==> src/rtl/nfaea_pkg.sv <==
package nfaea_pkg;

	localparam int NUM_STATES  = 16;
	localparam int MAX_EDGES   = 8;
	localparam int SYMBOL_BITS = 8;

	localparam int ST_W   = (NUM_STATES > 1) ? $clog2(NUM_STATES) : 1;
	localparam int SL_W   = (MAX_EDGES > 1) ? $clog2(MAX_EDGES) : 1;
	localparam int DEST_W = 4;

	localparam int SPACE_CODE = 32;
	localparam bit SPACE_OK   = (SPACE_CODE <= ((2 ** SYMBOL_BITS) - 1));

	typedef enum logic [2:0] {
		K_EDGE  = 3'd0,
		K_EMPTY = 3'd1,
		K_ACC   = 3'd2,
		K_SYM   = 3'd3,
		K_END   = 3'd4
	} kind_t;

	typedef enum logic [1:0] {
		SQ_IDLE,
		SQ_CLOSE,
		SQ_ADV,
		SQ_FIN
	} seq_state_t;

	// table write request
	typedef struct packed {
		logic                   we_edge;
		logic                   we_empty;
		logic                   we_acc;
		logic [ST_W-1:0]        row;
		logic [SL_W-1:0]        slot;
		logic [SYMBOL_BITS-1:0] label;
		logic [DEST_W-1:0]      dest;
		logic                   en;
	} tbl_wr_t;

	// one state's row of both edge tables
	typedef struct packed {
		logic [MAX_EDGES-1:0][SYMBOL_BITS-1:0] label;
		logic [MAX_EDGES-1:0][DEST_W-1:0]      edest;
		logic [MAX_EDGES-1:0]                  evld;
		logic [MAX_EDGES-1:0][DEST_W-1:0]      mdest;
		logic [MAX_EDGES-1:0]                  mvld;
	} tbl_row_t;

	typedef struct packed {
		logic busy;
		logic res_vld;
		logic res_acc;
	} seq_stat_t;

	function automatic logic [NUM_STATES-1:0] sbit(input logic [DEST_W-1:0] d);
		logic [NUM_STATES-1:0] b;
		b = '0;
		if (int'(d) < NUM_STATES) b[d] = 1'b1;
		return b;
	endfunction

endpackage

==> src/rtl/nfaea_ram.sv <==
module nfaea_ram #(
	parameter int WIDTH = 8,
	parameter int DEPTH = 16
) (
	input  logic                     clk,
	input  logic                     we,
	input  logic [$clog2(DEPTH)-1:0] waddr,
	input  logic [WIDTH-1:0]         wdata,
	input  logic                     re,
	input  logic [$clog2(DEPTH)-1:0] raddr,
	output logic [WIDTH-1:0]         rdata
);
	logic [WIDTH-1:0] mem [DEPTH];

	always_ff @(posedge clk) begin
		if (we) mem[waddr] <= wdata;
		if (re) rdata <= mem[raddr];
	end
endmodule

==> src/rtl/nfaea_tables.sv <==
module nfaea_tables (
	input  logic                       clk,
	input  logic                       arst_n,
	input  nfaea_pkg::tbl_wr_t         wr,
	input  logic                       rd_en,
	input  logic [nfaea_pkg::ST_W-1:0] rd_row,
	output nfaea_pkg::tbl_row_t        row,
	output logic [nfaea_pkg::NUM_STATES-1:0] acc
);
	import nfaea_pkg::*;

	logic [NUM_STATES-1:0][MAX_EDGES-1:0] evld_q;
	logic [NUM_STATES-1:0][MAX_EDGES-1:0] mvld_q;
	logic [MAX_EDGES-1:0]                 evld_rd_q;
	logic [MAX_EDGES-1:0]                 mvld_rd_q;
	logic [NUM_STATES-1:0]                acc_q;

	for (genvar k = 0; k < MAX_EDGES; k++) begin : g_slot
		logic ewe, mwe;
		assign ewe = wr.we_edge && (wr.slot == SL_W'(k));
		assign mwe = wr.we_empty && (wr.slot == SL_W'(k));

		nfaea_ram #(.WIDTH(SYMBOL_BITS + DEST_W), .DEPTH(NUM_STATES)) u_edge (
			.clk   (clk),
			.we    (ewe),
			.waddr (wr.row),
			.wdata ({wr.label, wr.dest}),
			.re    (rd_en),
			.raddr (rd_row),
			.rdata ({row.label[k], row.edest[k]})
		);

		nfaea_ram #(.WIDTH(DEST_W), .DEPTH(NUM_STATES)) u_empty (
			.clk   (clk),
			.we    (mwe),
			.waddr (wr.row),
			.wdata (wr.dest),
			.re    (rd_en),
			.raddr (rd_row),
			.rdata (row.mdest[k])
		);
	end

	always_ff @(posedge clk or negedge arst_n) begin
		if (!arst_n) begin
			evld_q <= '0;
			mvld_q <= '0;
			acc_q  <= '0;
		end else begin
			if (wr.we_edge)  evld_q[wr.row][wr.slot] <= wr.en;
			if (wr.we_empty) mvld_q[wr.row][wr.slot] <= wr.en;
			if (wr.we_acc)   acc_q[wr.row] <= wr.en;
		end
	end

	// valid bits follow the RAM read latency
	always_ff @(posedge clk) begin
		if (rd_en) begin
			evld_rd_q <= evld_q[rd_row];
			mvld_rd_q <= mvld_q[rd_row];
		end
	end

	assign row.evld = evld_rd_q;
	assign row.mvld = mvld_rd_q;
	assign acc      = acc_q;
endmodule

==> src/rtl/nfaea_seq.sv <==
module nfaea_seq (
	input  logic                              clk,
	input  logic                              arst_n,
	input  logic                              start,
	input  logic                              start_end,
	input  logic [nfaea_pkg::SYMBOL_BITS-1:0] start_sym,
	input  logic                              res_ok,
	input  nfaea_pkg::tbl_row_t               row,
	input  logic [nfaea_pkg::NUM_STATES-1:0]  acc,
	output logic                              rd_en,
	output logic [nfaea_pkg::ST_W-1:0]        rd_row,
	output nfaea_pkg::seq_stat_t              stat
);
	import nfaea_pkg::*;

	seq_state_t             state_q, state_d;
	logic [ST_W:0]          cnt_q, cnt_d;
	logic                   vld_s1;
	logic [ST_W-1:0]        row_s1;
	logic [NUM_STATES-1:0]  set_q, set_d;
	logic [NUM_STATES-1:0]  nxt_q, nxt_d;
	logic                   grew_q, grew_d;
	logic                   post_q, post_d;
	logic                   end_q, end_d;
	logic [SYMBOL_BITS-1:0] sym_q, sym_d;
	logic                   start_q, start_d;
	logic                   latch_q, latch_d;
	logic                   hit_q, hit_d;
	logic [NUM_STATES-1:0]  clos_add, adv_add, set_new;
	logic                   live, last;

	assign live = vld_s1 && set_q[row_s1];
	assign last = (cnt_q == (ST_W+1)'(NUM_STATES));

	always_comb begin
		clos_add = '0;
		adv_add  = '0;
		for (int k = 0; k < MAX_EDGES; k++) begin
			if (live && row.mvld[k]) clos_add = clos_add | sbit(row.mdest[k]);
			if (live && row.evld[k] && (row.label[k] == sym_q))
				adv_add = adv_add | sbit(row.edest[k]);
		end
	end

	assign set_new = set_q | clos_add;
	assign rd_en   = ((state_q == SQ_CLOSE) || (state_q == SQ_ADV)) && !last;
	assign rd_row  = cnt_q[ST_W-1:0];

	always_comb begin
		state_d = state_q;
		cnt_d   = cnt_q;
		set_d   = set_q;
		nxt_d   = nxt_q;
		grew_d  = grew_q;
		post_d  = post_q;
		end_d   = end_q;
		sym_d   = sym_q;
		start_d = start_q;
		latch_d = latch_q;
		hit_d   = hit_q;
		stat    = '{busy: (state_q != SQ_IDLE), res_vld: 1'b0,
		            res_acc: (|(set_q & acc)) || hit_q};
		if (rd_en) cnt_d = cnt_q + 1'b1;
		case (state_q)
			SQ_IDLE: begin
				if (start) begin
					end_d = start_end;
					sym_d = start_sym;
					cnt_d = '0;
					grew_d = 1'b0;
					nxt_d = '0;
					if (start_q) begin
						set_d   = sbit(DEST_W'(0));
						post_d  = 1'b0;
						state_d = SQ_CLOSE;
					end else if (start_end) begin
						state_d = SQ_FIN;
					end else begin
						state_d = SQ_ADV;
					end
				end
			end
			SQ_CLOSE: begin
				set_d = set_new;
				if (set_new != set_q) grew_d = 1'b1;
				if (last) begin
					cnt_d  = '0;
					grew_d = 1'b0;
					if (!(grew_q || (set_new != set_q))) begin
						if (post_q) begin
							if (latch_q && (|(set_new & acc))) hit_d = 1'b1;
							state_d = SQ_IDLE;
						end else if (end_q) begin
							state_d = SQ_FIN;
						end else begin
							// first symbol of the word
							start_d = 1'b0;
							latch_d = SPACE_OK && (sym_q == SYMBOL_BITS'(SPACE_CODE));
							hit_d   = SPACE_OK && (sym_q == SYMBOL_BITS'(SPACE_CODE))
							          && (|(set_new & acc));
							nxt_d   = '0;
							state_d = SQ_ADV;
						end
					end
				end
			end
			SQ_ADV: begin
				nxt_d = nxt_q | adv_add;
				if (last) begin
					set_d   = nxt_q | adv_add;
					cnt_d   = '0;
					grew_d  = 1'b0;
					post_d  = 1'b1;
					state_d = SQ_CLOSE;
				end
			end
			SQ_FIN: begin
				if (res_ok) begin
					stat.res_vld = 1'b1;
					start_d = 1'b1;
					latch_d = 1'b0;
					hit_d   = 1'b0;
					state_d = SQ_IDLE;
				end
			end
			default: state_d = SQ_IDLE;
		endcase
	end

	always_ff @(posedge clk or negedge arst_n) begin
		if (!arst_n) begin
			state_q <= SQ_IDLE;
			cnt_q   <= '0;
			vld_s1  <= 1'b0;
			grew_q  <= 1'b0;
			post_q  <= 1'b0;
			end_q   <= 1'b0;
			start_q <= 1'b1;
			latch_q <= 1'b0;
			hit_q   <= 1'b0;
			set_q   <= '0;
			nxt_q   <= '0;
		end else begin
			state_q <= state_d;
			cnt_q   <= cnt_d;
			vld_s1  <= rd_en;
			grew_q  <= grew_d;
			post_q  <= post_d;
			end_q   <= end_d;
			start_q <= start_d;
			latch_q <= latch_d;
			hit_q   <= hit_d;
			set_q   <= set_d;
			nxt_q   <= nxt_d;
		end
	end

	always_ff @(posedge clk) begin
		row_s1 <= rd_row;
		sym_q  <= sym_d;
	end
endmodule

==> src/rtl/nfa_epsilon_word_acceptor.sv <==
// Word acceptor for a nondeterministic automaton with empty moves.
// Input channel (in_valid/in_ready) carries one item per transaction:
//   kinds 0..2 load the symbol edge table, empty edge table and accepting
//   flags; kind 3 feeds one word symbol; kind 4 ends the word. Kinds 5..7
//   are dropped. Out-of-range table indexes are dropped.
// Output channel (out_valid/out_ready) carries one 'accepted' bit per
//   end-of-word transaction, and nothing for other kinds.
// Tables live in per-slot RAMs with one row per state, so one state's
//   edges come out in one read; every walk over the states is a sweep
//   that reads each state's row once (registered read).
// Work per item kind:
//   table writes: written when taken, next item accepted the following cycle.
//   word symbol: one sweep for the edge walk plus P closure passes
//     (P = 1..NUM_STATES, number of passes until the set stops growing).
//     The first symbol of a word adds a closure of state 0 up front.
//   end of word: the final step, plus, at word start, a closure of state 0.
// The block takes one item at a time; in_ready is low while it works.
// Reset clears valid bits and accepting flags; no clearing pass.
// A stalled receiver holds the result in the output register; a following
//   end of word waits in its last step until that register frees up.
module nfa_epsilon_word_acceptor (
	input  logic       clk,
	input  logic       arst_n,
	input  logic       in_valid,
	output logic       in_ready,
	input  logic [2:0] kind,
	input  logic [3:0] state_index,
	input  logic [2:0] slot_index,
	input  logic [7:0] symbol,
	input  logic [3:0] target_state,
	input  logic       enable,
	output logic       out_valid,
	input  logic       out_ready,
	output logic       accepted
);
	import nfaea_pkg::*;

	tbl_wr_t               wr;
	tbl_row_t              row;
	seq_stat_t             stat;
	logic [NUM_STATES-1:0] acc;
	logic                  rd_en;
	logic [ST_W-1:0]       rd_row;
	logic                  take, st_ok, sl_ok, res_ok;
	logic                  out_valid_q, accepted_q;

	assign in_ready = !stat.busy;
	assign take     = in_valid && in_ready;
	assign st_ok    = int'(state_index) < NUM_STATES;
	assign sl_ok    = int'(slot_index) < MAX_EDGES;

	always_comb begin
		wr          = '0;
		wr.row      = ST_W'(state_index);
		wr.slot     = SL_W'(slot_index);
		wr.label    = SYMBOL_BITS'(symbol);
		wr.dest     = target_state;
		wr.en       = enable;
		wr.we_edge  = take && (kind == K_EDGE) && st_ok && sl_ok;
		wr.we_empty = take && (kind == K_EMPTY) && st_ok && sl_ok;
		wr.we_acc   = take && (kind == K_ACC) && st_ok;
	end

	nfaea_tables u_tables (
		.clk    (clk),
		.arst_n (arst_n),
		.wr     (wr),
		.rd_en  (rd_en),
		.rd_row (rd_row),
		.row    (row),
		.acc    (acc)
	);

	assign res_ok = !out_valid_q || out_ready;

	nfaea_seq u_seq (
		.clk       (clk),
		.arst_n    (arst_n),
		.start     (take && ((kind == K_SYM) || (kind == K_END))),
		.start_end (kind == K_END),
		.start_sym (SYMBOL_BITS'(symbol)),
		.res_ok    (res_ok),
		.row       (row),
		.acc       (acc),
		.rd_en     (rd_en),
		.rd_row    (rd_row),
		.stat      (stat)
	);

	// output register
	always_ff @(posedge clk or negedge arst_n) begin
		if (!arst_n) begin
			out_valid_q <= 1'b0;
		end else if (stat.res_vld) begin
			out_valid_q <= 1'b1;
		end else if (out_ready) begin
			out_valid_q <= 1'b0;
		end
	end

	always_ff @(posedge clk) begin
		if (stat.res_vld) accepted_q <= stat.res_acc;
	end

	assign out_valid = out_valid_q;
	assign accepted  = accepted_q;
endmodule

==> config.mk <==
export PLATFORM = sky130hd
export DESIGN_NAME = nfa_epsilon_word_acceptor
export DESIGN_NICKNAME = d
export VERILOG_FILES = /design/src/rtl/nfaea_pkg.sv /design/src/rtl/nfaea_ram.sv /design/src/rtl/nfaea_tables.sv /design/src/rtl/nfaea_seq.sv /design/src/rtl/nfa_epsilon_word_acceptor.sv
export SDC_FILE = /design/constraint.sdc
export NUM_CORES = 2
export LEC_CHECK = 0
export BUFFER_PORTS_ARGS = -buffer_cell sky130_fd_sc_hd__buf_4
export CAP_MARGIN = 20
export CORE_ASPECT_RATIO = 1.4
export CORE_MARGIN = 4
export CORE_UTILIZATION = 43
export CTS_BUF_LIST = sky130_fd_sc_hd__clkbuf_16
export DETAILED_ROUTE_END_ITERATION = 10
export SKIP_CTS_REPAIR_TIMING = 1
export SYNTH_ARGS = -nofsm -noshare
export SYNTH_HDL_FRONTEND = slang
export SYNTH_SLANG_ARGS = --single-unit
export TNS_END_PERCENT = 20
==> constraint.sdc <==
create_clock -name clk -period 8.39 [get_ports clk]
set_input_delay 1.2585 -clock clk [delete_from_list [all_inputs] [get_ports clk]]
set_output_delay 1.2585 -clock clk [all_outputs]
set_load 0.01 [all_outputs]
==> qor.csv <==
metric;value;unit
router iterations before antenna repair;6;
Nets;5083;
CP Class;reg2reg;
Least-Margin Pin Slew;1.230;ns
CP max stage cell;nor3b_1;
R2R Setup Slk;4.03;ns
first-pass GRT wire length;375.5;mm
residual DRC count;0;
Clock Skew;0.07141;ns
total congestion overflow;0;
Largest stage delay, worst path;0.86;ns
Setup crit end;u_seq.nxt_q[5];
Clock Sink Count;2524;
ys flop type;edfxtp_1;
CTS tree;yes;
Setup TNS Final;0;ns
leakage power;0.03673;µW
Final Cycle Share;52.01;%
full die area;242100;µm²
final hold vios;0;
register area share after synthesis;73.64;%
IO Count;30;
Max VDD drop;0.4768;mV
YS warnings;0;
total core area;232200;µm²
met1 usage;28.45;%
area of the multi-input gates;25420;µm²
Worst setup SP type;register;
Post-Synth Adder-Cell Area;0.07454;%
Reg clk slew, reported paths;0.07;ns
xor/xnor share of the synthesized area;0.5653;%
number of flops mapped to enable cells by yosys;2201;
required time of the worst setup path;9.19;ns
Tightest Hold Check Type;in2async;
Top Family by Delay on Critical Path;compound AO/OA/AOI/OAI gates;
post-synthesis mux area share;19.50;%
largest family of logic cells by synthesized area;multiplexers;
post-route ant nets;0;
Max-cap violations;0;
IO Port Bufs;29;
clk root buf;clkbuf_16;
Mean Syn Cell Area;20.75;µm²
Mapped Nets;4886;
met2 GRT Util;37.10;%
total number of vias;49310;
RSZ-0062 raised after global routing;false;
Synth cell types;95;
cell row count;209;
Die Ht;580.6;µm
Pins Over Slew Limit;0;
outcome;completed;
Die Wd;417.0;µm
smallest hold slack;0.4859;ns
Worst Path Buf+Inv;0;
fin crit period;4.363;ns
synth-to-layout area growth;12.06;%
WP data arrival;5.16;ns
CTS Buffer Depth;4;
DR iter-0 viols;5362;
FF/Latch Area;74170;µm²
final estimated routing congestion in global placement;0.9270;
Slew Limit Headroom;17.99;%
pwr dens;288.5;nW/µm²
Max Fclk;0.2292;GHz
number of buffers created by CTS;230;
fill count;18970;
# setup viols final;0;
WL per Instance;31.16;µm
fin worst setup slack;4.027;ns
M3 GR Usage;2.329;%
Setup WS pre-CTS;3.745;ns
fin cells;8303;
grt peak-use layer;met2;
r2r endpoint;u_seq.nxt_q[5];
ys async rst share;12.64;%
DRT Wirelength;258.7;mm
FF-to-FF path depth;9;
Inst Count DP;7877;
FF-to-FF Start;u_seq.row_s1[2];
worst setup path startpoint;u_seq.row_s1[2];
Syn Inst Count;4853;
Synth Area in Compound Gates;1.765;%
total design power;32560;µW
Max H-tree Level;4;
largest net degree at the start of global routing;149;
crit-path max FO;36;
Synth Area in Simple Gates;3.284;%
post-DP HPWL;153.9;mm
Starting Density;43.37;%
initial antenna violation count;6;
Cell Area, Synth;100700;µm²
CP Cell Sequence;mux2i_1, mux4_1, or2_1, a21oi_4, nand2_1, nor3b_1, a221oi_1, a31oi_1, mux2_2;
share of cells above drive strength 1;30.92;%
number of global-route vias before repair;51120;
DR vias/cell;5.938;
Critical Path Stages;9;
synthesized flop and latch total;2524;
Total GRT Usage;21.29;%
Worst Setup End Kind;register;
clock latency on the worst-skew pair;0.90;ns
## flip-flops by register name (all words and copies together) (netlist names), 2 cells and up
register                       count
u_tables.g_slot.u_edge.rdata      96
u_tables.g_slot.u_empty.mem      512
u_tables.mvld_q                  128
u_seq.sym_q                        8
u_tables.mvld_rd_q                 8
u_seq.set_q                       16
u_tables.acc                      16
u_seq.state_q                      2
u_seq.nxt_q                       16
u_tables.g_slot.u_empty.rdata     32
u_tables.evld_q                  128
u_seq.cnt_q                        5
u_tables.g_slot.u_edge.mem      1536
u_seq.row_s1                       4
u_tables.evld_rd_q                 8
## cell type report
cell class | instances | share of cell area [%]
clock buffer | 231 | 5.122
inverter | 24 | 0.08648
tap | 3059 | 3.391
sequential | 2524 | 65.72
multi-input combinational | 2034 | 22.53
antenna | 4 | 0.008869
timing repair buffer | 236 | 1.752
clock inverter | 191 | 1.389
## power breakdown
group	leakage (µW)	total (µW)	internal [µW]	switching, µW
Combinational	0.00862	6960	3130	3840
Clock	0.00377	10300	5790	4550
Sequential	0.0243	15300	14400	805
Total	0.0367	32600	23400	9190
## worst min path at each step
stage                                   start                  end  depth (start not counted)
after floorplan                u_seq.cnt_q[2]      u_seq.row_s1[2]                          0
after global placement         u_seq.nxt_q[2]       u_seq.nxt_q[2]                          1
after detailed placement       u_seq.nxt_q[8]       u_seq.nxt_q[8]                          1
after CTS                              arst_n  u_tables.mvld_q[31]                          1
after global routing      u_tables.mvld_q[93]  u_tables.mvld_q[93]                          1
final                                  arst_n  u_tables.mvld_q[31]                          1
## worst register-to-register path: stages, from the launching register on
cell,delay (ns)
dfxtp_1,0.56
mux2i_1,0.12
mux4_1,0.52
or2_1,0.38
a21oi_4,0.85
nand2_1,0.17
nor3b_1,0.86
a221oi_1,0.22
a31oi_1,0.39
mux2_2,0.23
## routing by layer
metal,up-vias,part of all wire (%)
met5,-,0
met4,0,3.1
met3,425,5.2
met2,1691,52
met1,26770,40
li1,20420,-
## cells in the final DEF, fill, tap and decap left out, types with 17 or more instances in the layout
cell type     n
edfxtp_1   2201
mux4_2      720
nor2_1      337
dfrtp_1     314
mux2_2      275
clkbuf_16   231
buf_4       214
nand2_1      81
inv_1        69
clkinv_1     60
a21oi_1      54
nor3_1       43
xnor2_1      43
nand3_1      42
clkinv_2     37
o22ai_1      31
nand2b_1     28
bufinv_16    26
o21ai_0      23
nor2b_1      23
nand4_1      22
xor2_1       22
o32ai_1      18
mux2i_1      17
## logic make-up (layout without fill, tap and decap cells)
kind of cell,Yosys count,after routing
AOI/OAI and AO/OA,248,248
other,0,4
buffers and inverters,295,682
and+or+nand+nor,693,693
DFF,2524,2524
muxes,1022,1022
xor gates and xnor gates,65,65
adders and majority gates,6,6
## synth_stat cells (22+ instances only)
library cell	instances	area share (%)
edfxtp_1	2201	66
mux4_2	720	16
nor2_1	337	1.3
dfrtp_1	318	7.9
mux2_2	275	3.1
clkbuf_1	223	0.83
nand2_1	90	0.34
a21oi_1	54	0.27
nand3_1	48	0.24
nor3_1	44	0.22
xnor2_1	43	0.37
buf_1	35	0.13
o22ai_1	31	0.19
nand2b_1	28	0.17
nor2b_1	23	0.14
o21ai_0	23	0.11
inv_1	22	0.082
nand4_1	22	0.14
xor2_1	22	0.19
## through the flow
step                      util (%)  area, µm²
final                        48.60     112900
after global routing         48.60     112800
after CTS                    48.60     112800
after detailed placement     45.43     105500
after global placement       45.37     105300
after floorplan                  -     100700
No activity file was read; power rests on OpenSTA's default activity.
